### src/design/bpc_pkg.sv
// bpc_pkg: types, register indexes and constants shared by the
// barometric pressure compensation block; no dependencies
`timescale 1ns / 1ps

package bpc_pkg;

   // divider geometry: 32-bit dividend, 18-bit divisor, one quotient bit per stage
   localparam int DVD_W = 32;
   localparam int DVS_W = 18;

   // configuration port
   localparam int CSR_IDX_W = 3;
   localparam int CSR_DATA_W = 32;

   typedef enum logic [CSR_IDX_W-1:0] {
      CSR_PAIR_A = 3'd0,
      CSR_PAIR_B = 3'd1,
      CSR_PAIR_C = 3'd2,
      CSR_PAIR_D = 3'd3,
      CSR_PAIR_E = 3'd4,
      CSR_OSS    = 3'd5
   } csr_index_type;

   // calibration reset values
   localparam logic [31:0] PAIR_A_RESET = 32'd26804152;
   localparam logic [31:0] PAIR_B_RESET = 32'd3352395749;
   localparam logic [31:0] PAIR_C_RESET = 32'd2146785905;
   localparam logic [31:0] PAIR_D_RESET = 32'd405667844;
   localparam logic [31:0] PAIR_E_RESET = 32'd3724086068;
   localparam logic [1:0]  OSS_RESET    = 2'd0;

   // compensation constants
   localparam logic signed [28:0] B6_OFFSET   = 29'sd4000;
   localparam logic [31:0]        B4_BIAS     = 32'd32768;
   localparam logic [15:0]        PRESS_SCALE = 16'd50000;
   localparam logic [11:0]        P_QUAD      = 12'd3038;
   localparam logic signed [13:0] P_LIN       = -14'sd7357;
   localparam logic signed [47:0] P_BIAS      = 48'sd3791;
   localparam logic signed [15:0] T_MAX       = 16'sh7fff;
   localparam logic signed [15:0] T_MIN       = 16'sh8000;
   localparam logic [19:0]        P_MAX       = 20'hfffff;

   // channel payloads
   typedef struct packed {
      logic [15:0] raw_temp;
      logic [18:0] raw_pressure;
   } req_type;

   typedef struct packed {
      logic signed [15:0] temp_tenths;
      logic [19:0]        pressure_pa;
      logic               div_error;
   } rsp_type;

   // decoded calibration
   typedef struct packed {
      logic signed [15:0] ac1;
      logic signed [15:0] ac2;
      logic signed [15:0] ac3;
      logic [15:0]        ac4;
      logic [15:0]        ac5;
      logic [15:0]        ac6;
      logic signed [15:0] b1;
      logic signed [15:0] b2;
      logic signed [15:0] mc;
      logic signed [15:0] md;
      logic [1:0]         oss;
   } cal_type;

   // sideband through the temperature divider
   typedef struct packed {
      logic signed [18:0] x1;
      logic               neg;
      logic               err;
      logic [18:0]        up;
   } ttag_type;

   localparam int TAG_W = $bits(ttag_type);

   // sideband through the pressure divider
   typedef struct packed {
      logic signed [15:0] t;
      logic               err;
      logic               big;
      logic [TAG_W-19:0]  spare;
   } ptag_type;

   // divider transaction; on the output side num carries the quotient
   typedef struct packed {
      logic             vld;
      logic [DVD_W-1:0] num;
      logic [DVS_W-1:0] den;
      logic [TAG_W-1:0] tag;
   } div_type;

endpackage

### src/design/bpc_div.sv
// bpc_div: pipelined restoring divider, one quotient bit per stage,
// sideband tag travels with each transaction; uses bpc_pkg
`timescale 1ns / 1ps

module bpc_div (
   input  logic             clock,
   input  logic             reset,
   input  logic             en,
   input  bpc_pkg::div_type din,
   output bpc_pkg::div_type dout
);
   import bpc_pkg::*;

   logic             vld_ff [DVD_W];
   logic [DVS_W-1:0] rem_ff [DVD_W];
   logic [DVD_W-1:0] acc_ff [DVD_W];
   logic [DVS_W-1:0] den_ff [DVD_W];
   logic [TAG_W-1:0] tag_ff [DVD_W];
   logic [DVS_W-1:0] rem_in [DVD_W];
   logic [DVD_W-1:0] acc_in [DVD_W];

   // one shift, compare and subtract step
   function automatic logic [DVS_W+DVD_W-1:0] div_step(
      input logic [DVS_W-1:0] rem,
      input logic [DVD_W-1:0] acc,
      input logic [DVS_W-1:0] den
   );
      logic [DVS_W:0] trial;
      logic [DVS_W:0] diff;
      trial = {rem, acc[DVD_W-1]};
      diff  = trial - {1'b0, den};
      if (trial >= {1'b0, den}) begin
         div_step = {diff[DVS_W-1:0], acc[DVD_W-2:0], 1'b1};
      end else begin
         div_step = {trial[DVS_W-1:0], acc[DVD_W-2:0], 1'b0};
      end
   endfunction

   // next value of every stage
   always_comb begin
      {rem_in[0], acc_in[0]} = div_step('0, din.num, din.den);
      for (int k = 1; k < DVD_W; k++) begin
         {rem_in[k], acc_in[k]} = div_step(rem_ff[k-1], acc_ff[k-1], den_ff[k-1]);
      end
   end

   // valid chain
   always_ff @(posedge clock) begin
      if (reset) begin
         for (int k = 0; k < DVD_W; k++) vld_ff[k] <= 1'b0;
      end else if (en) begin
         vld_ff[0] <= din.vld;
         for (int k = 1; k < DVD_W; k++) vld_ff[k] <= vld_ff[k-1];
      end
   end

   // stage payload
   always_ff @(posedge clock) begin
      if (en) begin
         rem_ff[0] <= rem_in[0];
         acc_ff[0] <= acc_in[0];
         den_ff[0] <= din.den;
         tag_ff[0] <= din.tag;
         for (int k = 1; k < DVD_W; k++) begin
            rem_ff[k] <= rem_in[k];
            acc_ff[k] <= acc_in[k];
            den_ff[k] <= den_ff[k-1];
            tag_ff[k] <= tag_ff[k-1];
         end
      end
   end

   assign dout.vld = vld_ff[DVD_W-1];
   assign dout.num = acc_ff[DVD_W-1];
   assign dout.den = den_ff[DVD_W-1];
   assign dout.tag = tag_ff[DVD_W-1];

endmodule

### config.mk
export PLATFORM = sky130hd
export DESIGN_NAME = bpc_div
export DESIGN_NICKNAME = d
export VERILOG_FILES = /design/src/design/bpc_pkg.sv /design/src/design/bpc_div.sv
export SDC_FILE = /design/constraint.sdc
export NUM_CORES = 2
export LEC_CHECK = 0
export BUFFER_PORTS_ARGS = -buffer_cell sky130_fd_sc_hd__buf_2
export CAP_MARGIN = 20
export CORE_MARGIN = 8
export CORE_UTILIZATION = 65
export CTS_BUF_LIST = sky130_fd_sc_hd__clkbuf_8
export DETAILED_ROUTE_END_ITERATION = 8
export GPL_TIMING_DRIVEN = 0
export PLACE_DENSITY = 0.89
export SYNTH_ARGS = -nofsm -noshare
export SYNTH_HDL_FRONTEND = slang
export SYNTH_SLANG_ARGS = --single-unit
### constraint.sdc
create_clock -name clock -period 4.3 [get_ports clock]
set_clock_uncertainty 0.05 [all_clocks]
set_input_delay 0.86 -clock clock [delete_from_list [all_inputs] [get_ports clock]]
set_output_delay 0.86 -clock clock [all_outputs]
set_load 0.02 [all_outputs]
# ---- Word level (Yosys, flattened, before mapping)
# Memories as Yosys holds them, arrays and structs flattened.
# Index checks and enable logic that the tools add are counted.
dict set report word_totals {
  n_memories 5
  output_inout_bits 91
  ff_bits 0
  mem_bits_rw 3488
}
# memory words word_bits rd rd_clocked_by_memory_dff wr line_no
set mem_list {}
lappend mem_list {tag_ff 32 40 32 0 32 bpc_div.sv:18} ;# logic [TAG_W-1:0] tag_ff [DVD_W];
lappend mem_list {acc_ff 32 32 32 0 32 bpc_div.sv:16} ;# logic [DVD_W-1:0] acc_ff [DVD_W];
lappend mem_list {den_ff 32 18 32 0 32 bpc_div.sv:17} ;# logic [DVS_W-1:0] den_ff [DVD_W];
lappend mem_list {rem_ff 32 18 31 0 32 bpc_div.sv:15} ;# logic [DVS_W-1:0] rem_ff [DVD_W];
lappend mem_list {vld_ff 32 1 32 0 32 bpc_div.sv:14} ;# logic vld_ff [DVD_W];
dict set report classes {
  n_addsub 32
  order_cmp 32
  n_bitwise 32
  n_mux 70
}
# op count
set op_table {}
lappend op_table {{50-bit two-way mux} 32}
lappend op_table {{19-bit by 18-bit greater-or-equal comparator with 1-bit output} 31}
lappend op_table {{18-bit subtractor} 31}
lappend op_table {{1-bit two-way mux} 38}
lappend op_table {{1-bit bitwise OR} 32}
lappend op_table {{1-bit by 18-bit greater-or-equal comparator with 1-bit output} 1}
lappend op_table {{1-bit by 18-bit subtractor with 18-bit output} 1}

# ---- Logic depth before layout (Yosys ltp)
dict set report logic_depth {
  word_depth 4
  depth_mapped 13
}

# ---- Worst setup path after synthesis
# OpenSTA, ideal clock, no wires.
dict set report synth_timing {
  path_kind {reg2reg}
  from {mem acc_ff[0][31]}
  to {mem rem_ff[1][16] (netlist: rem_ff[0][34]) (data pin)}
  period_less_slack_ns 3.029
  path_buffers 0
  required_time_ns 3.981
  setup_slack_ns 1.271
  path_stages_with_launch 13
  arrival_time_ns 2.711
  path_cell_list {edfxtp_1 inv_1 ha_1 inv_1 fa_1 a211oi_1 o21bai_1 a2111oi_0 o41a_1 o21ai_0 a311oi_1 xor2_1 o21ai_0}
}
# element line_no
set synth_rtl {}
lappend synth_rtl {{start: declaration} bpc_div.sv:16}
lappend synth_rtl {{end: declaration} bpc_div.sv:15}

==> metrics.yaml <==
gp_congestion: 0.927
hold_depth: 1
syn_avg_cell_area_um2: 16.1
grtUsageTotal_pct: 20.9
final_common_cell: "edfxtp_1"
maxCapViolations: 0
cts_tree: "done"
first_pass_iters: 8
worst_pin_slew_ps: 1070
synthCells: 8640
seq_area_frac_synth_pct: 74.7
grt_max_degree: 199
cp_max_fo: 10
drtIter0Drc: 5667
drive_above_1_share_pct: 13.7
regToRegStartpoint: "rem_ff[1][180]$_DFFE_PP_"
setup-violations-final: 0
die_area_um2: 230000
synth_edf_count: 3470
yosys_warnings: 0
fin_crit_ps: 4010
synth-main-ff-cell: "edfxtp_1"
worstSetupPathType: "flip-flop to flip-flop"
io_buffers: 184
worst_path_max_delay_cell: "a31oi_2"
h-tree-depth: 6
synth.distinct_cells: 94
ys_ff_latch: 3470
ant_nets: 0
design.core.area_um2: 214000
grt_pass1_vias: 73000
cpPeakStageDelay_ps: 690
clockBufferDepth: 4
leakage_nw: 58.9
layout_common_cells: "edfxtp_1 (3470), inv_1 (862), clkbuf_8 (562)"
cts.sinks: 3470
synth_area_um2: 139000
rr_worst_depth: 9
numCtsBuffers: 553
syn_nets: 9324
maxSlewViolCount: 0
die_h_um: 479
initial_utilization_pct: 65.2
place_hpwl_mm: 168
status: "completed"
critPathLaunchType: "flip-flop"
max_freq_mhz: 249
cp-startpoint: "rem_ff[1][180]$_DFFE_PP_"
grt-ovfl-total: 0
path_clk_slew_ps: 60
holdCritStartpoint: "en"
maxSlewHeadroom_pct: 28.7
nets: 10200
die_w_um: 479
post_cts_buffers: 0
cp_cell_sequence: "ha_1 -> nor2b_1 -> o21a_1 -> o21a_1 -> o41ai_1 -> o21ai_0 -> a31oi_2 -> clkbuf_2 -> o21ai_0"
hold_path.class: "input pin to flip-flop"
vdd_drop_max_mv: 0.435
required_ps: 4970
wl_per_cell_um: 19.2
fin_setup_tns_ps: 0
finalHoldViolCount: 0
root_buffer: "clkbuf_8"
antenna_found_initial: 7
rows: 170
vias_per_cell: 5.61
grt_pass1_wl_mm: 383
io_pins: 185
drc: 0
rsz0062_at_grt: "false"
vias: 71400
cp-end-kind: "flip-flop"
period_share_pct: 93.2
wl_mm: 244
powerDensity_nw_per_um2: 654
insertion_delay_ps: 1080
syn_to_final_growth_pct: 11.4
synthArstFlopShare_pct: 0
hold-worst-slack_ps: 145
critical_path_arrival_ps: 4680
power breakdown:
part           leakage, nW  total (mW)  switching, mW  internal [mW]
sequential            34.0        46.3           2.49           43.9
clock                 5.63        25.3           12.0           13.2
combinational         19.3        30.0           17.1           12.9
total                 58.9         102           31.6           70.0
sequential cells by signal, indices dropped and copies added, names as in the netlist:
register,count
rem_ff,558
acc_ff,1024
tag_ff,1280
vld_ff,32
den_ff,576
cells in the mapped netlist, types with 79 or more instances:
cell type | number | area (um2)
a21o_1 | 193 | 1450
xnor2_1 | 283 | 2480
nor3_1 | 96 | 480
nand4_1 | 84 | 526
xor2_1 | 143 | 1250
a21oi_1 | 473 | 2370
o21ai_0 | 341 | 1710
o21a_1 | 84 | 631
nor2_1 | 322 | 1210
inv_1 | 709 | 2660
edfxtp_1 | 3470 | 104000
ha_1 | 560 | 7010
buf_4 | 96 | 721
clkbuf_1 | 79 | 297
mux2_2 | 284 | 3200
nor2b_1 | 93 | 582
nand3_1 | 111 | 556
nand2_1 | 405 | 1520
timing repair:
item | 4_1_cts | 5_1_grt
hold buffers | 91 | 0
hold endpoints to repair | 93 | 0
gates resized for setup | 0 | 1
setup endpoints to repair | 0 | 1
cell type report:
| cell class | instances | area (um2) |
|---|---|---|
| Sequential cell | 3470 | 104000 |
| Fill cell | 12900 | 58700 |
| Multi-Input combinational cell | 4251 | 31400 |
| Clock buffer | 562 | 7730 |
| Tap cell | 2838 | 3550 |
| Inverter | 709 | 2660 |
| Timing Repair Buffer | 296 | 2400 |
| Clock inverter | 390 | 2200 |
| Buffer | 210 | 1200 |
| Antenna cell | 1 | 2.50 |
path summary, 6_finish.rpt:
check | to | slack [ps]
worst max-delay path | rem_ff[1][210]$_DFFE_PP_ | 290
worst min-delay path | acc_ff[0][12]$_DFFE_PP_ | 150
worst max register to register | rem_ff[1][210]$_DFFE_PP_ | 290
worst min register to register | tag_ff[5][16]$_DFFE_PP_ | 320
metal layers:
layer  GRT usage [%]  wire length (um)  vias up
li1                -                 -    34300
met1            26.5            101000    34300
met2            36.0            121000     2207
met3            3.86             13100      595
met4            8.68              9150        0
met5               0                 0        -
metrics by stage:
stage               cells  setup slack, ps  power, mW  instance area, um2  utilization (%)
global route        12700             6.78        107              155000             72.6
CTS                 12700              137        102              155000             72.6
detailed placement  11700             -805       76.3              144000             67.5
global placement    11700           -52270       76.9              144000             67.2
floorplan            8640             1270       67.9              139000                -
finish              12700              291        102              155000             72.6
cells by family (layout without fill, tap and decap cells):
kind of cell,after synthesis,in the layout,synth area share (%)
flip-flops,3470,3470,74.7
AO/OA/AOI/OAI,1519,1519,6.91
AND/OR/NAND/NOR,1389,1389,4.84
buffers and inverters,919,2167,2.77
adder cells (fa/ha/maj),590,590,5.46
XOR/XNOR,426,426,2.68
multiplexers,327,327,2.61
other,0,1,0
worst max-delay path, delay by kind of cell, from the launching register on:
family	cells	cell delay, ps
flip-flops	1	440
AO/OA/AOI/OAI	6	2370
AND/OR/NAND/NOR	1	140
buffers and inverters	1	370
adder cells (fa/ha/maj)	1	340
No activity file was read; power rests on OpenSTA's default activity.
