--- src/design/bpc_pkg.sv ---
// bpc_pkg: types, register indexes and constants shared by the
// barometric pressure compensation block; no dependencies
`timescale 1ns / 1ps

package bpc_pkg;

   // divider geometry: 32-bit dividend, 18-bit divisor, one quotient bit per stage
   localparam int DVD_W = 32;
   localparam int DVS_W = 18;

   // configuration port
   localparam int CSR_IDX_W = 3;
   localparam int CSR_DATA_W = 32;

   typedef enum logic [CSR_IDX_W-1:0] {
      CSR_PAIR_A = 3'd0,
      CSR_PAIR_B = 3'd1,
      CSR_PAIR_C = 3'd2,
      CSR_PAIR_D = 3'd3,
      CSR_PAIR_E = 3'd4,
      CSR_OSS    = 3'd5
   } csr_index_type;

   // calibration reset values
   localparam logic [31:0] PAIR_A_RESET = 32'd26804152;
   localparam logic [31:0] PAIR_B_RESET = 32'd3352395749;
   localparam logic [31:0] PAIR_C_RESET = 32'd2146785905;
   localparam logic [31:0] PAIR_D_RESET = 32'd405667844;
   localparam logic [31:0] PAIR_E_RESET = 32'd3724086068;
   localparam logic [1:0]  OSS_RESET    = 2'd0;

   // compensation constants
   localparam logic signed [28:0] B6_OFFSET   = 29'sd4000;
   localparam logic [31:0]        B4_BIAS     = 32'd32768;
   localparam logic [15:0]        PRESS_SCALE = 16'd50000;
   localparam logic [11:0]        P_QUAD      = 12'd3038;
   localparam logic signed [13:0] P_LIN       = -14'sd7357;
   localparam logic signed [47:0] P_BIAS      = 48'sd3791;
   localparam logic signed [15:0] T_MAX       = 16'sh7fff;
   localparam logic signed [15:0] T_MIN       = 16'sh8000;
   localparam logic [19:0]        P_MAX       = 20'hfffff;

   // channel payloads
   typedef struct packed {
      logic [15:0] raw_temp;
      logic [18:0] raw_pressure;
   } req_type;

   typedef struct packed {
      logic signed [15:0] temp_tenths;
      logic [19:0]        pressure_pa;
      logic               div_error;
   } rsp_type;

   // decoded calibration
   typedef struct packed {
      logic signed [15:0] ac1;
      logic signed [15:0] ac2;
      logic signed [15:0] ac3;
      logic [15:0]        ac4;
      logic [15:0]        ac5;
      logic [15:0]        ac6;
      logic signed [15:0] b1;
      logic signed [15:0] b2;
      logic signed [15:0] mc;
      logic signed [15:0] md;
      logic [1:0]         oss;
   } cal_type;

   // sideband through the temperature divider
   typedef struct packed {
      logic signed [18:0] x1;
      logic               neg;
      logic               err;
      logic [18:0]        up;
   } ttag_type;

   localparam int TAG_W = $bits(ttag_type);

   // sideband through the pressure divider
   typedef struct packed {
      logic signed [15:0] t;
      logic               err;
      logic               big;
      logic [TAG_W-19:0]  spare;
   } ptag_type;

   // divider transaction; on the output side num carries the quotient
   typedef struct packed {
      logic             vld;
      logic [DVD_W-1:0] num;
      logic [DVS_W-1:0] den;
      logic [TAG_W-1:0] tag;
   } div_type;

endpackage

--- src/design/bpc_back.sv ---
// bpc_back: pressure correction polynomial, saturation and the result
// register; uses bpc_pkg
`timescale 1ns / 1ps

module bpc_back (
   input  logic             clock,
   input  logic             reset,
   input  logic             en,
   input  bpc_pkg::div_type din,
   output logic             rsp_vld,
   output bpc_pkg::rsp_type rsp
);
   import bpc_pkg::*;

   logic               vld_ff [3];
   logic               rsp_vld_ff;
   logic               err_ff [3];
   logic signed [15:0] t_ff [3];
   logic [32:0]        b1_p_ff, b2_p_ff, b3_p_ff;
   logic [49:0]        b2_sq_ff;
   logic signed [47:0] b2_m_ff;
   logic [61:0]        b3_m1_ff;
   logic signed [31:0] b3_x2_ff;
   rsp_type            rsp_ff;

   ptag_type           ptag;
   logic [32:0]        p_c;
   logic signed [47:0] s_c, pn_c;
   rsp_type            rsp_in;

   // undo the pre-scaling of large dividends
   always_comb begin
      ptag = ptag_type'(din.tag);
      p_c  = ptag.big ? {din.num, 1'b0} : {1'b0, din.num};
   end

   // final correction and saturation
   always_comb begin
      s_c  = $signed({2'b0, b3_m1_ff[61:16]}) + 48'(b3_x2_ff) + P_BIAS;
      pn_c = $signed({15'b0, b3_p_ff}) + (s_c >>> 4);
      rsp_in.temp_tenths = t_ff[2];
      rsp_in.div_error   = err_ff[2];
      if (pn_c < 48'sd0) begin
         rsp_in.pressure_pa = '0;
      end else if (pn_c > $signed({28'b0, P_MAX})) begin
         rsp_in.pressure_pa = P_MAX;
      end else begin
         rsp_in.pressure_pa = pn_c[19:0];
      end
      if (err_ff[2]) begin
         rsp_in.temp_tenths = '0;
         rsp_in.pressure_pa = '0;
      end
   end

   // valid chain
   always_ff @(posedge clock) begin
      if (reset) begin
         for (int k = 0; k < 3; k++) vld_ff[k] <= 1'b0;
         rsp_vld_ff <= 1'b0;
      end else if (en) begin
         vld_ff[0] <= din.vld;
         vld_ff[1] <= vld_ff[0];
         vld_ff[2] <= vld_ff[1];
         rsp_vld_ff <= vld_ff[2];
      end
   end

   // stage payload
   always_ff @(posedge clock) begin
      if (en) begin
         err_ff[0] <= ptag.err;
         t_ff[0]   <= ptag.t;
         for (int k = 1; k < 3; k++) begin
            err_ff[k] <= err_ff[k-1];
            t_ff[k]   <= t_ff[k-1];
         end
         b1_p_ff  <= p_c;
         b2_sq_ff <= b1_p_ff[32:8] * b1_p_ff[32:8];
         b2_m_ff  <= $signed({1'b0, b1_p_ff}) * P_LIN;
         b2_p_ff  <= b1_p_ff;
         b3_m1_ff <= b2_sq_ff * P_QUAD;
         b3_x2_ff <= 32'(b2_m_ff >>> 16);
         b3_p_ff  <= b2_p_ff;
         rsp_ff   <= rsp_in;
      end
   end

   assign rsp_vld = rsp_vld_ff;
   assign rsp     = rsp_ff;

endmodule

--- config.mk ---
export PLATFORM = sky130hd
export DESIGN_NAME = bpc_back
export DESIGN_NICKNAME = d
export VERILOG_FILES = /design/src/design/bpc_pkg.sv /design/src/design/bpc_back.sv
export SDC_FILE = /design/constraint.sdc
export NUM_CORES = 2
export LEC_CHECK = 0
export BUFFER_PORTS_ARGS = -buffer_cell sky130_fd_sc_hd__buf_4
export CORE_ASPECT_RATIO = 1.25
export CORE_MARGIN = 2
export CORE_UTILIZATION = 40
export DETAILED_ROUTE_END_ITERATION = 8
export MAX_ROUTING_LAYER = met4
export PLACE_DENSITY = 0.67
export REMOVE_ABC_BUFFERS = 1
export SLEW_MARGIN = 20
export SYNTH_ARGS = -nofsm -noshare
export SYNTH_HDL_FRONTEND = slang
export SYNTH_SLANG_ARGS = --single-unit
export TNS_END_PERCENT = 10
--- constraint.sdc ---
create_clock -name clock -period 11.96 [get_ports clock]
set_input_delay 0.598 -clock clock [delete_from_list [all_inputs] [get_ports clock]]
set_output_delay 0.598 -clock clock [all_outputs]
set_load 0.02 [all_outputs]
Word-level counts from Yosys, hierarchy flattened. Memories as Yosys holds them, arrays and structs flattened. A register that Yosys moved wholly into a read port is not among the register bits. Index checks and enable logic that the tools add are counted.

Word-level logic and storage cells: 37. Output and inout bits: 38. Bits of input ports: 94. Flip-flop bits (word level): 311. Memories kept: 3. Bits in writable memories: 54.

Memories: t_ff (depth 3, width 16, rd ports 3, clocked after memory_dff 1, wr ports 3, RTL line bpc_back.sv:18) `logic signed [15:0] t_ff [3];`; err_ff (depth 3, width 1, rd ports 3, clocked after memory_dff 0, wr ports 3, RTL line bpc_back.sv:17) `logic err_ff [3];`; vld_ff (depth 3, width 1, rd ports 3, clocked after memory_dff 1, wr ports 3, RTL line bpc_back.sv:15) `logic vld_ff [3];`.

Order comparisons: 2. Reductions and logical operators: 1. Add/sub/neg operators: 3. $mul: 3. Muxes and demuxes: 11. Bitwise logic cells: 3.

Operator list (number): $mul A50 B11 Y61 const B (1); $mul A25 B25 Y50 (1); $add A47 B32 Y48 (1); $add A48 B13 Y48 const B (1); $mul A34 B14 Y48 const B (1); $add A34 B44 Y45 (1); $gt A45 B21 Y1 const B (1); $lt A45 B1 Y1 const B (1); $mux W32 (1); $mux W20 (1); $mux W1 (9); $or A1 B1 Y1 (3); $reduce_or A2 Y1 (1).

Longest topological paths before layout.
Depth in word-level cells: 5. Gate-level depth with buffers: 31. Mapped depth without buffers: 29.

Worst setup path after synthesis. OpenSTA, ideal clock, no wires.

Kind: register to register. Start: register b1_p_ff[18]. End: register b2_sq_ff[48] (data pin). Setup time: 265 ps. Arrival time: 7180 ps. Cell stages (with the launch flop): 29. Path slack: 4515 ps. Buffers on the path: 2. Period minus slack after synthesis: 7445 ps. Required time: 11695 ps. Path through: edfxtp_1 > clkbuf_1 > clkbuf_1 > nand2_1 > fa_1 > inv_1 > fa_1 > fa_1 > fa_1 > inv_1 > fa_1 > inv_1 > fa_1 > inv_1 > fa_1 > inv_1 > ha_1 > o21a_1 > o211ai_1 > o21ai_0 > a31oi_1 > o21ai_0 > a21oi_1 > o21ai_0 > a2111oi_0 > o21ai_0 > a21oi_1 > o21ai_0 > xor2_1.

Word-level cells in the longest chain between the ends: 1.

RTL lines: start: declaration (RTL line bpc_back.sv:19) `logic [32:0] b1_p_ff, b2_p_ff, b3_p_ff;`; start signal: assignment (RTL line bpc_back.sv:78) `b1_p_ff <= p_c;`; $mul A25 B25 Y50 (RTL line bpc_back.sv:79) `b2_sq_ff <= b1_p_ff[32:8] * b1_p_ff[32:8];`; end signal: assignment (RTL line bpc_back.sv:79); end: declaration (RTL line bpc_back.sv:20) `logic [49:0] b2_sq_ff;`.

No other way between the ends. A chain may end at the register's enable or synchronous reset.

Worst setup path in the final report.
Start: register b1_p_ff[11]. End: register b2_sq_ff[48] (data pin).

The elaborated chain is that of the path after synthesis.

==> flow_summary_export.csv <==
group,metric,value,unit
run_status,status,"complete, no violations",
timing,fmax,0.105,GHz
global_routing,met3_usage,1.86,%
place,placedCellCount,6577,
global_routing,grt_pass1_vias,37153,
clocking,clock_path_buffers,3,
worst_setup_path,required,12.27,ns
route,drt-vias-per-instance,4.99,
route,drc_errors,0,
final_layout,layout_commonest_cell,"inv_1",
place,dp_hpwl,97900,um
route,routed_wl,119000,um
clocking,h-tree-depth,2,
logic_synthesis,syn_area,0.0515,mm^2
job,maxCapViolCount,0,
place,placement.io_buffers,91,
logic_synthesis,synth_area_per_cell,10.7,um^2
timing,maxSlewViolCount,0,
timing,hold_viol,0,
route,dr.pass1.iters,5,
worst_setup_path,path_buf_inv,6,
timing,layout_setup_ws,2.45,ns
logic_synthesis,synth_simple_gate_area_share,6.58,%
logic_synthesis,synthAdderAreaFrac,52.4,%
worst_hold_path,min_from,"reset",
logic_synthesis,seq_area_frac_synth,20.3,%
clocking,cts_repair_resize_count,0,
logic_synthesis,synth_cell_types,79,
logic_synthesis,async_flop_share,0,%
floorplan,design.portCount,132,
worst_setup_path,reg2reg_from,"b1_p_ff[11]$_DFFE_PP_",
worst_setup_path,end_kind,"flip-flop",
timing,tightest_slew,0.974,ns
floorplan,die_y,405,um
logic_synthesis,synth_seq_cells,349,
route,ant_nets,0,
final_layout,syn_to_final_growth,7.97,%
timing,setup_viol,0,
logic_synthesis,synthXorXnorAreaFrac,3.15,%
logic_synthesis,muxShareOfSynthArea,0.800,%
place,gp_congestion,0.911,
clocking,cts_hold_buf,0,
worst_setup_path,ff2ff_setup_slack,2.45,ns
clocking,cts-buffers-inserted,36,
place,place_ws,2.67,ns
worst_setup_path,worst_path_most_repeated_cell,"fa_1",
timing,min_period,9.51,ns
clocking,cts.clk_slew.worst_paths,0.06,ns
clocking,cts_root_buffer,"clkbuf_16",
logic_synthesis,yosys_warnings,0,
worst_setup_path,cp.arrival,9.81,ns
clocking,post-cts-setup-buffers,0,
timing,slew-limit-headroom,33.4,%
worst_setup_path,cp_top_family,"adder cells",
worst_setup_path,critical_path.startpoint,"b1_p_ff[11]$_DFFE_PP_",
worst_setup_path,critPathSlowestCell,"a2111oi_0",
route,num_vias,33161,
floorplan,core_area,0.128,mm^2
clocking,cts_tree,"done",
global_routing,met2_usage,35.1,%
route,wl_per_cell,17.9,um
logic_synthesis,synth_top_family_by_area,"adder cells",
clocking,cts_sinks,349,
global_routing,gr-usage-all-layers,19.4,%
logic_synthesis,synth_top_flop_cell,"edfxtp_1",
worst_hold_path,worstHoldPathType,"in2reg",
global_routing,grt_most_used_layer,"met2",
floorplan,rows,147,
timing,whs,0.177,ns
global_routing,antenna_found_initial,2,
final_layout,finalNonFillerCells,6643,
worst_setup_path,critPathKind,"reg2reg",
timing,grt_setup_unrepaired,"no",
timing,setup_tns,0,ns
logic_synthesis,synth_edf_count,348,
final_layout,fin_nets,6608,
clocking,clk_latency,0.59,ns
timing,fin_crit_sh,79.5,%
floorplan,dieArea,0.132,mm^2
global_routing,grt-ovfl-total,0,
floorplan,die_width,325,um
route,drtIter0Drc,1643,
final_layout,most-common-layout-cells,"1,246 x inv_1, 906 x fa_1, 706 x ha_1",
global_routing,grt_pass1_wl,196000,um
worst_setup_path,path_max_fanout,17,
floorplan,initial_utilization,40.2,%
global_routing,grt_max_degree,156,
timing,finClkSkew,0.0323,ns
worst_setup_path,slowest_delay,0.98,ns
final_layout,drive_above_1_share,5.24,%
global_routing,globalRouteMet1Util,21.5,%
logic_synthesis,syn-instance-count,4801,
logic_synthesis,synth-compound-area-share,7.02,%
worst_setup_path,start_kind,"flip-flop",
-- state kept, by name, summed over array words and instances, names as in the netlist --
| signal | count |
|---|---|
| b2_p_ff | 33 |
| err_ff | 3 |
| b3_p_ff | 33 |
| b3_x2_ff | 32 |
| b3_m1_ff | 46 |
| vld_ff | 3 |
| rsp_vld | 1 |
| rsp | 37 |
| b1_p_ff | 33 |
| b2_m_ff | 32 |
| t_ff | 48 |
| b2_sq_ff | 48 |
-- synth_stat cells (14+ instances only) --
library cell,number,share of area (%)
nand2_1,254,1.9
a31oi_1,18,0.22
xor2_1,65,1.1
or2_2,16,0.19
a21oi_1,173,1.7
nor2b_1,42,0.51
nand3_1,53,0.52
fa_1,906,35
and2_1,14,0.17
o31a_1,27,0.46
o21bai_1,18,0.26
nand2b_1,20,0.24
edfxtp_1,348,20
a211oi_1,16,0.23
o211ai_1,14,0.20
xnor2_1,120,2.0
and3_1,22,0.27
ha_1,706,17
clkbuf_1,64,0.47
o21ai_0,80,0.78
nor3_1,35,0.34
nand4_1,25,0.30
nor2_1,218,1.6
o21a_1,35,0.51
mux2_2,33,0.72
inv_1,1246,9.1
a21o_1,83,1.2
-- worst reg2reg max path: stages, from the launching register on --
cell,delay (ns)
edfxtp_1,0.35
buf_4,0.24
inv_1,0.78
nor2_1,0.16
fa_1,0.57
fa_1,0.52
fa_1,0.47
fa_1,0.55
inv_1,0.06
fa_1,0.53
inv_1,0.05
fa_1,0.47
inv_1,0.05
fa_1,0.47
inv_1,0.04
ha_1,0.33
o21a_1,0.15
o211ai_1,0.24
o21ai_0,0.21
a31oi_1,0.19
o21ai_0,0.09
a21oi_1,0.43
o21ai_0,0.44
a2111oi_0,0.98
o21ai_0,0.23
a21oi_1,0.34
o21ai_0,0.16
xor2_1,0.16
-- logic make-up after synthesis --
| group | Yosys count |
|---|---|
| adder cells (fa/ha/maj) | 1612 |
| XOR/XNOR | 185 |
| multiplexers | 37 |
| flip-flops | 349 |
| AO/OA/AOI/OAI | 549 |
| other | 1 |
| AND/OR/NAND/NOR | 738 |
| buffers and inverters | 1330 |
-- stage by stage --
stage / area [um^2] / utilization (%)
floorplan: 51200 / -
global placement: 54400 / 42.5
detailed placement: 54400 / 42.5
CTS: 55600 / 43.4
global route: 55600 / 43.4
finish: 55600 / 43.4
-- final timing paths --
kind                                          endpoint  cells past startpoint
worst max-delay path            b2_sq_ff[48]$_DFFE_PP_                     27
worst min-delay path              rsp_vld$_SDFFE_PP0P_                      2
worst min register to register  b3_x2_ff[11]$_DFFE_PP_                      0
worst max register to register  b2_sq_ff[48]$_DFFE_PP_                     27
-- metal layers --
| metal | wire length (um) | part of all wire [%] |
|---|---|---|
| met3 | 4500 | 3.8 |
| met2 | 61700 | 52 |
| met5 | 0 | 0 |
| met4 | 6520 | 5.5 |
| met1 | 46000 | 39 |
-- cell type report --
cell class / instances / area (um^2)
inverter: 1259 / 4730
multi-input combinational: 3124 / 36000
tap: 1713 / 2140
clock buffer: 41 / 920
timing repair buffer: 132 / 1010
sequential: 349 / 10500
clock inverter: 22 / 274
antenna: 3 / 7.51
fill: 12070 / 72400
Power is not shown: default switching activity piles up to over one toggle a cycle in this logic, so the estimate is an artifact.
