--- src/design/bpc_pkg.sv ---
// bpc_pkg: types, register indexes and constants shared by the
// barometric pressure compensation block; no dependencies
`timescale 1ns / 1ps

package bpc_pkg;

   // divider geometry: 32-bit dividend, 18-bit divisor, one quotient bit per stage
   localparam int DVD_W = 32;
   localparam int DVS_W = 18;

   // configuration port
   localparam int CSR_IDX_W = 3;
   localparam int CSR_DATA_W = 32;

   typedef enum logic [CSR_IDX_W-1:0] {
      CSR_PAIR_A = 3'd0,
      CSR_PAIR_B = 3'd1,
      CSR_PAIR_C = 3'd2,
      CSR_PAIR_D = 3'd3,
      CSR_PAIR_E = 3'd4,
      CSR_OSS    = 3'd5
   } csr_index_type;

   // calibration reset values
   localparam logic [31:0] PAIR_A_RESET = 32'd26804152;
   localparam logic [31:0] PAIR_B_RESET = 32'd3352395749;
   localparam logic [31:0] PAIR_C_RESET = 32'd2146785905;
   localparam logic [31:0] PAIR_D_RESET = 32'd405667844;
   localparam logic [31:0] PAIR_E_RESET = 32'd3724086068;
   localparam logic [1:0]  OSS_RESET    = 2'd0;

   // compensation constants
   localparam logic signed [28:0] B6_OFFSET   = 29'sd4000;
   localparam logic [31:0]        B4_BIAS     = 32'd32768;
   localparam logic [15:0]        PRESS_SCALE = 16'd50000;
   localparam logic [11:0]        P_QUAD      = 12'd3038;
   localparam logic signed [13:0] P_LIN       = -14'sd7357;
   localparam logic signed [47:0] P_BIAS      = 48'sd3791;
   localparam logic signed [15:0] T_MAX       = 16'sh7fff;
   localparam logic signed [15:0] T_MIN       = 16'sh8000;
   localparam logic [19:0]        P_MAX       = 20'hfffff;

   // channel payloads
   typedef struct packed {
      logic [15:0] raw_temp;
      logic [18:0] raw_pressure;
   } req_type;

   typedef struct packed {
      logic signed [15:0] temp_tenths;
      logic [19:0]        pressure_pa;
      logic               div_error;
   } rsp_type;

   // decoded calibration
   typedef struct packed {
      logic signed [15:0] ac1;
      logic signed [15:0] ac2;
      logic signed [15:0] ac3;
      logic [15:0]        ac4;
      logic [15:0]        ac5;
      logic [15:0]        ac6;
      logic signed [15:0] b1;
      logic signed [15:0] b2;
      logic signed [15:0] mc;
      logic signed [15:0] md;
      logic [1:0]         oss;
   } cal_type;

   // sideband through the temperature divider
   typedef struct packed {
      logic signed [18:0] x1;
      logic               neg;
      logic               err;
      logic [18:0]        up;
   } ttag_type;

   localparam int TAG_W = $bits(ttag_type);

   // sideband through the pressure divider
   typedef struct packed {
      logic signed [15:0] t;
      logic               err;
      logic               big;
      logic [TAG_W-19:0]  spare;
   } ptag_type;

   // divider transaction; on the output side num carries the quotient
   typedef struct packed {
      logic             vld;
      logic [DVD_W-1:0] num;
      logic [DVS_W-1:0] den;
      logic [TAG_W-1:0] tag;
   } div_type;

endpackage

--- src/design/bpc_front.sv ---
// bpc_front: temperature front end, raw temperature to the operands of
// the temperature division; uses bpc_pkg
`timescale 1ns / 1ps

module bpc_front (
   input  logic             clock,
   input  logic             reset,
   input  logic             en,
   input  logic             req_vld,
   input  bpc_pkg::req_type req,
   input  bpc_pkg::cal_type cal,
   output bpc_pkg::div_type dout
);
   import bpc_pkg::*;

   logic               f1_vld_ff, f2_vld_ff, f3_vld_ff, f4_vld_ff;
   logic signed [16:0] f1_d_ff;
   logic [18:0]        f1_up_ff, f2_up_ff, f3_up_ff;
   logic signed [33:0] f2_prod_ff;
   logic signed [18:0] f3_x1_ff;
   logic signed [19:0] f3_den_ff;
   div_type            f4_ff;

   logic signed [18:0] x1_c;
   logic signed [19:0] den_c;
   logic signed [26:0] num_c;
   logic [26:0]        num_mag;
   logic [19:0]        den_mag;
   ttag_type           tag_c;
   div_type            f4_in;

   // x1 and denominator
   always_comb begin
      x1_c  = 19'(f2_prod_ff >>> 15);
      den_c = 20'(x1_c) + 20'(cal.md);
   end

   // sign and magnitude of the division operands
   always_comb begin
      num_c   = {cal.mc, 11'b0};
      num_mag = num_c[26] ? 27'(-num_c) : 27'(num_c);
      den_mag = f3_den_ff[19] ? 20'(-f3_den_ff) : 20'(f3_den_ff);
      tag_c.x1  = f3_x1_ff;
      tag_c.neg = num_c[26] ^ f3_den_ff[19];
      tag_c.err = (f3_den_ff == '0);
      tag_c.up  = f3_up_ff;
      f4_in.vld = f3_vld_ff;
      f4_in.num = DVD_W'(num_mag);
      f4_in.den = den_mag[DVS_W-1:0];
      f4_in.tag = tag_c;
   end

   // valid chain
   always_ff @(posedge clock) begin
      if (reset) begin
         f1_vld_ff <= 1'b0;
         f2_vld_ff <= 1'b0;
         f3_vld_ff <= 1'b0;
         f4_vld_ff <= 1'b0;
      end else if (en) begin
         f1_vld_ff <= req_vld;
         f2_vld_ff <= f1_vld_ff;
         f3_vld_ff <= f2_vld_ff;
         f4_vld_ff <= f3_vld_ff;
      end
   end

   // stage payload
   always_ff @(posedge clock) begin
      if (en) begin
         f1_d_ff    <= $signed({1'b0, req.raw_temp}) - $signed({1'b0, cal.ac6});
         f1_up_ff   <= req.raw_pressure;
         f2_prod_ff <= f1_d_ff * $signed({1'b0, cal.ac5});
         f2_up_ff   <= f1_up_ff;
         f3_x1_ff   <= x1_c;
         f3_den_ff  <= den_c;
         f3_up_ff   <= f2_up_ff;
         f4_ff      <= f4_in;
      end
   end

   always_comb begin
      dout     = f4_ff;
      dout.vld = f4_vld_ff;
   end

endmodule

--- config.mk ---
export PLATFORM = sky130hd
export DESIGN_NAME = bpc_front
export DESIGN_NICKNAME = d
export VERILOG_FILES = /design/src/design/bpc_pkg.sv /design/src/design/bpc_front.sv
export SDC_FILE = /design/constraint.sdc
export NUM_CORES = 1
export LEC_CHECK = 0
export ABC_AREA = 1
export BUFFER_PORTS_ARGS = -buffer_cell sky130_fd_sc_hd__buf_2
export CAP_MARGIN = 20
export CORE_MARGIN = 2
export CORE_UTILIZATION = 35
export DETAILED_ROUTE_END_ITERATION = 6
export GPL_ROUTABILITY_DRIVEN = 0
export PLACE_DENSITY = 0.57
export SYNTH_ARGS = -nofsm -noshare
export SYNTH_HDL_FRONTEND = slang
export SYNTH_SLANG_ARGS = --single-unit
--- constraint.sdc ---
create_clock -name clock -period 8.6 [get_ports clock]
set_input_delay 0.86 -clock clock [delete_from_list [all_inputs] [get_ports clock]]
set_output_delay 0.86 -clock clock [all_outputs]
set_load 0.05 [all_outputs]
### Word level (Yosys, flattened, before mapping)

Index checks and enable logic that the tools add are counted.
Widths: inputs -> output; s select.

| operators by class | value |
|---|---|
| add/subtract/negate cells | 4 |
| reductions and logical operators | 1 |
| bitwise logic cells | 1 |
| multiply operators | 1 |
| multiplexer cells | 2 |

Operator list:

| operator | number |
|---|---|
| $mul 17x17->34 | 1 |
| $neg 27->27 | 1 |
| $mux 26 | 1 |
| $add 19x16->20 | 1 |
| $logic_not 20->1 | 1 |
| $mux 18 | 1 |
| $neg 18->18 | 1 |
| $sub 16x16->17 | 1 |
| $xor 1x1->1 | 1 |

| storage, ports and cells | value |
|---|---|
| register bits | 236 |
| bits of input ports | 201 |
| output and inout port bits | 91 |
| word-level logic and storage cells | 24 |

### Depth between registers and ports, before layout

Gate-level depths: netlist of the first run.

| depth | value |
|---|---|
| word-level depth | 2 |
| gate-level depth with buffers | 29 |
| gate-level depth less buffers | 27 |

### Worst setup path after synthesis of the first run

Ideal clock, no wire load.

| timing | value |
|---|---|
| kind | input -> register |
| start point | input port cal[89] (netlist bit) |
| end point | register f2_prod_ff[33], data pin |
| data required time | 8.348 ns |
| buffers on the path | 2 |
| data arrival time | 6.169 ns |
| cell stages on the path | 21 |
| path slack | 2.179 ns |
| setup time | 0.252 ns |
| cell sequence | clkbuf_1 > clkbuf_1 > nand2_1 > fa_1 > inv_1 > fa_1 > inv_1 > fa_1 > fa_1 > fa_1 > fa_1 > inv_1 > ha_1 > nand2_1 > nor2_1 > nor3b_1 > nand2_1 > nand2_1 > inv_1 > nand2_1 > nand2_1 |

| between the ends | value |
|---|---|
| longest elaborated chain between the ends | 1 |

Ends and longest elaborated chain:

| what | line | text |
|---|---|---|
| start, declared | bpc_front.sv:11 | `input bpc_pkg::cal_type cal,` |
| $mul 17x17->34 | bpc_front.sv:73 | `f2_prod_ff <= f1_d_ff * $signed({1'b0, cal.ac5});` |
| end signal, assigned | bpc_front.sv:73 |  |
| end, declared | bpc_front.sv:19 | `logic signed [33:0] f2_prod_ff;` |

Every way passes these cells.
A chain may end at the register's enable or synchronous reset.

### Worst setup path in the final report of the first run

| timing | value |
|---|---|
| start point | register f1_d_ff[16] |
| end point | register f2_prod_ff[30], data pin |

| between the ends | value |
|---|---|
| longest elaborated chain between the ends | 1 |

Ends and longest elaborated chain:

| what | line | text |
|---|---|---|
| start, declared | bpc_front.sv:17 | `logic signed [16:0] f1_d_ff;` |
| start signal, assigned | bpc_front.sv:71 | `f1_d_ff <= $signed({1'b0, req.raw_temp}) - $signed({1'b0, cal.ac6});` |
| $mul 17x17->34 | bpc_front.sv:73 |  |

Every way passes these cells.

==> results of run 1 <==
[routing by layer]
metal	share of wire [%]	global-route usage (%)
met1	43	18.4
met2	49	26.9
met3	5.4	2.42
met4	2.4	3.95
met5	0.064	0
[critical path, delay by kind of cell (launching register included)]
family          cells  cell delay (ns)
fa+ha+maj           7             3.95
simple gates        6             0.61
compound gates      3             0.65
buf+inv             3             0.22
flops               1             0.75
[cells in the final DEF, fill, tap and decap left out, types with 24 or more instances in the layout]
master and count:
xor2_1 43, nor2_1 78, clkbuf_16 24, edfxtp_1 206, inv_1 581, fa_1 279
nand3_1 63, buf_2 176, a21oi_1 73, nand2_1 571, o21ai_0 37, ha_1 122
[worst min path at each step]
stage | depth (start not counted) | to | slack, ns | start
final | 0 | dout[36] | 0.41 | f3_x1_ff[15]
after global routing | 0 | f2_up_ff[3] | 0.42 | f1_up_ff[3]
after CTS | 0 | dout[26] | 0.42 | f3_x1_ff[5]
after detailed placement | 0 | dout[10] | 0.40 | f3_up_ff[10]
after global placement | 0 | f3_up_ff[10] | 0.40 | f2_up_ff[10]
after floorplan | 0 | dout[0] | 0.40 | f3_up_ff[0]
[cell type report]
class | count | area [sq um] | share of cell area, %
multi-input cells | 1383 | 11600 | 51.0
well taps | 765 | 957 | 4.21
inverters | 581 | 2180 | 9.60
diodes | 1 | 2.50 | 0.0110
flip-flops and latches | 210 | 6270 | 27.6
clock buffers | 31 | 657 | 2.89
repair buffers | 180 | 937 | 4.13
clock inverters | 13 | 130 | 0.573
[registers in the layout, indices dropped and copies added (netlist names)]
name and flops:
f2_up_ff 19, f3_vld_ff 1, f1_up_ff 19, f1_vld_ff 1, f2_prod_ff 19, f2_vld_ff 1
f4_vld_ff 1, f3_x1_ff 19, f3_den_ff 20, f3_up_ff 19, dout 74, f1_d_ff 17
[cell families after synthesis]
family,Yosys count,share of synthesized area [%]
AOI/OAI and AO/OA,142,3.95
xor gates and xnor gates,59,2.54
adders and majority gates,401,34.9
buffers and inverters,664,12.6
DFF,210,30.8
other,1,0.0184
and+or+nand+nor,765,15.2
[through the flow]
stage | area, sq um | instances | utilization [%]
after floorplan | 20400 | 2257 | -
after detailed placement | 21900 | 3118 | 38.0
after global routing | 22700 | 3163 | 39.4
final | 22700 | 3164 | 39.4
after global placement | 21900 | 3118 | 38.0
after CTS | 22700 | 3162 | 39.4
==> reports/results.ini, run 1 <==
[status]
status = finished clean

[critical_path]
r2r_slack_ns = 2.15
r2r-end = f2_prod_ff[30]
critPathMaxStageDelay_ns = 0.88
crit_path_end = f2_prod_ff[30]
path_class = flop to flop
critical_path_arrival_ns = 6.75
worst_path_max_delay_cell = fa_1
crit_fanout = 16
required_ns = 8.90
worstRegToRegCells = 19
startpoint = f1_d_ff[16]
r2r_start = f1_d_ff[16]
path_cells = nand2_1 > fa_1 > inv_1 > fa_1 > fa_1 > fa_1 > fa_1 > inv_1 > fa_1 > inv_1 > ha_1 > a21oi_1 > o21ai_0 > nand2_1 > nand2_1 > a21oi_1 > nand2_1 > nand2_1 > nand2_1
cp-end-kind = flop
worstSetupStartpointType = flop

[yosys]
synth_cell_type_count = 41
synth-seq-area-share_pct = 30.8
synth-seq-cells = 210
async_flop_share_pct = 0
syn_area_sq_um = 20400
synth_edf_count = 206
yosys.area.top_type = edfxtp_1
synth-warning-count = 0
avgSynthCellArea_sq_um = 9.08
synth.area.top_cells = edfxtp_1 30%, fa_1 27%, inv_1 11%, nand2_1 11%, ha_1 7.5%
synth.most_common_cell = inv_1
synth_top_area_share_pct = 30.4
netlist_top_cells_count = 581 x inv_1, 571 x nand2_1, 279 x fa_1, 206 x edfxtp_1, 122 x ha_1
synth_cells = 2242
synth_flop_cell = edfxtp_1

[place]
place_ws_ns = 1.71
hpwlAfterDp_mm = 35.8
portBuffers = 177

[grt]
antenna_found_initial = 3
grt_pass1_wl_mm = 73.3
grt_overflow = 0
grtUsageTotal_pct = 14.9
grt_start_max_net_pins = 88
grt_pass1_vias = 15300

[floorplan]
initial_utilization_pct = 35.3
chipHeight_um = 245
ioPinCount = 292
dieArea_sq_um = 60100
core_sq_um = 57600
row_count = 88
die_w_um = 245

[route]
drc = 0
vias = 14300
drtPass1Iterations = 5
viasPerCell = 4.52
ant_nets = 0
dr.first_iter.drc_count = 760
drt-total-wl_mm = 43.5
avgRoutedWirePerCell_um = 13.8

[clock_tree]
htree_levels = 1
cts_tree = done
cts_buffers = 24
cts_num_sinks = 210
cts_buffer_depth = 3
post_cts_buffers = 0
clk-insertion-delay-late_ns = 0.55
clockRootBuffer = clkbuf_16
cts_resized = 0
cts_hold_buf = 0
clk_pin_slew_worst_paths_ns = 0.06

[min_path]
hp-class = flop to flop

[timing]
setup_violations = 0
setup_slack_ns = 2.15
timing.hold.ws_ns = 0.413
fin_worst_skew_ns = 0.0191
relSlewSlack_pct = 36.7
final_max_slew_viol_count = 0
setup_tns_ns = 0
worstMarginPinSlew_ns = 0.950
hold_violations = 0
fin_crit_sh_pct = 75.0
rsz0062_at_grt = no
finalCriticalPeriod_ns = 6.45
fmax_ghz = 0.155

[layout]
fin_nets = 2982
syn_to_final_growth_pct = 11.6
fillCellCount = 5669
drive_gt1_share_pct = 9.76

[flow_run]
maxCapViolations = 0

Power of run 1 is left out: the tool's default activity adds up to more than one toggle a clock period on the data nets, which glitch-free logic cannot reach.
==> inputs of run 2 (changes only) <==
Settings changed: PLACE_DENSITY 0.57 to 0.59.
Clock period 8.6 ns to 5.8 ns, I/O delays scaled along.
==> reports/results.ini, run 2 (same netlist as run 1, synthesis figures left out) <==
[floorplan]
initial_utilization_pct = 35.3
core_sq_um = 57600
die_w_um = 245
row_count = 88
ioPinCount = 292
chipHeight_um = 245
dieArea_sq_um = 60100

[route]
drtPass1Iterations = 5
drc = 0
drt-total-wl_mm = 44.6
ant_nets = 0
viasPerCell = 4.52
vias = 14900
avgRoutedWirePerCell_um = 13.6
dr.first_iter.drc_count = 748

[clock_tree]
cts_num_sinks = 210
htree_levels = 1
clk-insertion-delay-late_ns = 0.54
clk_pin_slew_worst_paths_ns = 0.06
cts_buffers = 24
cts_tree = done
clockRootBuffer = clkbuf_16
cts_buffer_depth = 3

[critical_path]
path_class = flop to flop
cp-end-kind = flop
worstSetupStartpointType = flop
required_ns = 6.09
critical_path_arrival_ns = 5.89
crit_fanout = 7

[timing]
relSlewSlack_pct = 46.6
finalCriticalPeriod_ns = 5.60
worstMarginPinSlew_ns = 0.801
setup_slack_ns = 0.201
rsz0062_at_grt = yes
setup_violations = 0
fmax_ghz = 0.179
fin_worst_skew_ns = 0.00837
hold_violations = 0
final_max_slew_viol_count = 0
fin_crit_sh_pct = 96.5

[grt]
grt_overflow = 0
grtUsageTotal_pct = 15.1
grt_start_max_net_pins = 147
antenna_found_initial = 3
grt_pass1_wl_mm = 73.9
grt_pass1_vias = 15400

[layout]
ff_latch_area_sq_um = 6270
final_common_cell = inv_1
fin_nets = 3109
multi_input_area_sq_um = 11900
fillCellCount = 5551
design_area_sq_um = 24000
syn_to_final_growth_pct = 18.1
mostFrequentLayoutCells = 577 x inv_1, 558 x nand2_1, 275 x fa_1
largest_reg_flops = 74
drive_gt1_share_pct = 16.6

[flow_run]
maxCapViolations = 0

[min_path]
hp-class = input pin to flop

[place]
place_ws_ns = -0.214
portBuffers = 177
hpwlAfterDp_mm = 36.9
dpl_cell_area_sq_um = 22900

[status]
status = finished clean

[run 2: changes by cell type in the layout (fill, tap and decap cells not counted), sizes merged]
cell	previous run	this run
clkinvlp	3	0
clkinv	8	13
buf	179	306
clkbuf	32	29
[run 2: final cells by class]
type | count | share of cell area, %
multi-input combinational | 1383 | 49.5
tap | 765 | 3.98
antenna | 1 | 0.0104
inverter | 581 | 9.08
clock buffer | 28 | 2.56
clock inverter | 15 | 0.599
timing repair buffer | 307 | 8.21
sequential | 210 | 26.1
[run 2: per-stage QoR]
step                      utilization (%)  TNS [ns]  instances  hold slack, ns
after global placement               39.7     -1.41       3234           0.400
after detailed placement             39.7     -2.03       3234           0.405
after global routing                 41.7    -0.105       3289           0.175
after floorplan                         -         0       2257           0.400
after CTS                            41.0         0       3277           0.172
final                                41.7         0       3290           0.209
[run 2: repair_timing]
| item | in CTS | in global routing |
|---|---|---|
| buffers inserted | 0 | 11 |
| hold buffers | 0 | 0 |
| setup endpoints to repair | 0 | 18 |
| gates resized for setup | 0 | 77 |
[run 2: final timing paths]
| check | endpoint | cells past startpoint | slack [ns] | start |
|---|---|---|---|---|
| worst max-delay path | f2_prod_ff[28] | 21 | 0.20 | f1_d_ff[16] |
| worst min-delay path | f1_up_ff[18] | 1 | 0.21 | req[18] |
| worst max register to register | f2_prod_ff[28] | 21 | 0.20 | f1_d_ff[16] |
| worst min register to register | f3_up_ff[17] | 0 | 0.41 | f2_up_ff[17] |
[run 2: metal layers]
metal	GRT usage, %	wire length [um]
met5	0	22
met4	4.48	1410
met3	2.22	2450
met2	26.7	21600
met1	18.9	19100
[run 2: worst max-delay path, stage by stage, from the launching register on]
cell,delay [ns]
edfxtp_1,0.39
buf_6,0.17
nand2_2,0.07
fa_2,0.60
inv_2,0.05
fa_2,0.65
buf_6,0.13
fa_1,0.42
fa_1,0.53
fa_1,0.54
inv_1,0.05
fa_1,0.53
inv_1,0.06
ha_4,0.28
buf_4,0.11
nand2_2,0.07
nor2_4,0.14
nand2_2,0.07
nor4_2,0.16
nand2_1,0.15
nand3_1,0.11
nand2_1,0.06
Power of run 2 is left out for the same reason.
==> inputs of run 3 (changes only) <==
Settings changed: CORE_ASPECT_RATIO from default to 0.5, SETUP_SLACK_MARGIN from default to 0.02.
==> reports/results.ini, run 3 (same netlist as run 1, synthesis figures left out) <==
[floorplan]
die_w_um = 345
ioPinCount = 292
row_count = 62
initial_utilization_pct = 35.5
core_sq_um = 57400
dieArea_sq_um = 60200
chipHeight_um = 175

[layout]
fin_nets = 3102
multi_input_area_sq_um = 11900
fillCellCount = 5671
diodes = 0
final_common_cell = inv_1
ff_latch_area_sq_um = 6270
drive_gt1_share_pct = 16.4
mostFrequentLayoutCells = 579 x inv_1, 561 x nand2_1, 275 x fa_1
design_area_sq_um = 24000
syn_to_final_growth_pct = 17.8
layout.core_utilization_pct = 41.8
largest_reg_flops = 74

[place]
hpwlAfterDp_mm = 38.1
place_ws_ns = -0.218
dpl_cell_area_sq_um = 22800
portBuffers = 177

[critical_path]
r2r_slack_ns = 0.21
crit_fanout = 6
r2r_start = f1_d_ff[10]
worstSetupStartpointType = flop
cp-end-kind = flop
r2r-end = f2_prod_ff[33]
required_ns = 6.10
worstRegToRegCells = 21
critical_path_arrival_ns = 5.89
path_class = flop to flop

[grt]
antenna_found_initial = 0
grtUsageTotal_pct = 15.5
grt_pass1_vias = 15000
grt_pass1_wl_mm = 75.6
grt_overflow = 0
grt_start_max_net_pins = 127

[timing]
setup_slack_ns = 0.213
setup_violations = 0
fmax_ghz = 0.179
fin_worst_skew_ns = 0.0162
rsz0062_at_grt = yes
hold_violations = 0
setup_tns_ns = 0
fin_crit_sh_pct = 96.3
worstMarginPinSlew_ns = 0.941
finalCriticalPeriod_ns = 5.59
final_max_slew_viol_count = 0
relSlewSlack_pct = 37.3

[clock_tree]
cts_buffers = 23
cts_buffer_depth = 3
cts_num_sinks = 210
cts_tree = done
htree_levels = 1
clk_pin_slew_worst_paths_ns = 0.07
clk-insertion-delay-late_ns = 0.54
clockRootBuffer = clkbuf_16

[route]
viasPerCell = 4.45
ant_nets = 0
avgRoutedWirePerCell_um = 13.8
dr.first_iter.drc_count = 885
drc = 0
drt-total-wl_mm = 45.5
vias = 14600
drtPass1Iterations = 5

[flow_run]
maxCapViolations = 0

[min_path]
min_path_cells = 1
hold_start = req[15]
hold_end = f1_up_ff[15]
hp-class = input pin to flop

[status]
status = finished clean

-- run 3: cell types whose count changed in the layout (fill, tap and decap cells not counted), sizes merged --
cell,previous run,this run
inv,581,585
buf,306,301
diode,1,0
clkinv,13,6
clkbuf,29,25
clkinvlp,0,3
-- run 3: metrics by stage --
stage / hold WS (ns) / std cells
after floorplan: 0.400 / 2257
after global placement: 0.400 / 3228
after detailed placement: 0.405 / 3228
after CTS: 0.157 / 3271
after global routing: 0.167 / 3283
final: 0.202 / 3283
-- run 3: worst max path at each step --
| stage | to | depth (start not counted) | from | slack (ns) |
|---|---|---|---|---|
| 3_5_place_dp | f2_prod_ff[32] | 22 | cal[84] | -0.22 |
| 6_report | f2_prod_ff[33] | 21 | f1_d_ff[10] | 0.21 |
| 4_1_cts | f2_prod_ff[32] | 22 | f1_d_ff[10] | 0.05 |
| 2_1_floorplan | f2_prod_ff[33] | 20 | cal[84] | 0.009 |
| 5_1_grt | f2_prod_ff[32] | 22 | f1_d_ff[16] | -0.002 |
| 3_3_place_gp | f2_prod_ff[32] | 22 | cal[84] | -0.16 |
-- run 3: cell type report --
cell class | count | area share [%]
sequential | 210 | 26.1
tap | 768 | 4.01
multi-input combinational | 1383 | 49.6
timing repair buffer | 301 | 7.98
inverter | 581 | 9.10
clock buffer | 25 | 2.43
clock inverter | 15 | 0.726
-- run 3: routing by layer --
layer,share of wire [%],up-vias,GRT usage (%),wire length (um)
li1,-,7208,-,-
met1,46,7026,20.9,20900
met2,48,321,26.9,21600
met3,4.7,46,2.19,2120
met4,1.8,0,3.16,837
met5,0,-,0,0
-- run 3: critical path, cell delays in order (launching register included) --
cell and delay [ns]:
edfxtp_1 0.54, buf_4 0.20, nand2_1 0.07, fa_1 0.54, inv_1 0.05, fa_1 0.46
fa_1 0.54, fa_1 0.55, fa_1 0.55, inv_1 0.05, fa_1 0.52, inv_1 0.04
ha_2 0.35, nand2_1 0.11, nor2_2 0.15, nand2_1 0.13, nor3b_2 0.18, nand2_1 0.08
nand2_1 0.09, inv_1 0.04, nand2_1 0.05, nand2_1 0.04
-- run 3: timing repair --
item                       4_1_cts  5_1_grt
gates resized for setup          0       67
hold buffers                     0        0
pin swaps                        0       17
buffers inserted                 3       12
setup endpoints to repair        4       19
Power of run 3 is left out for the same reason.
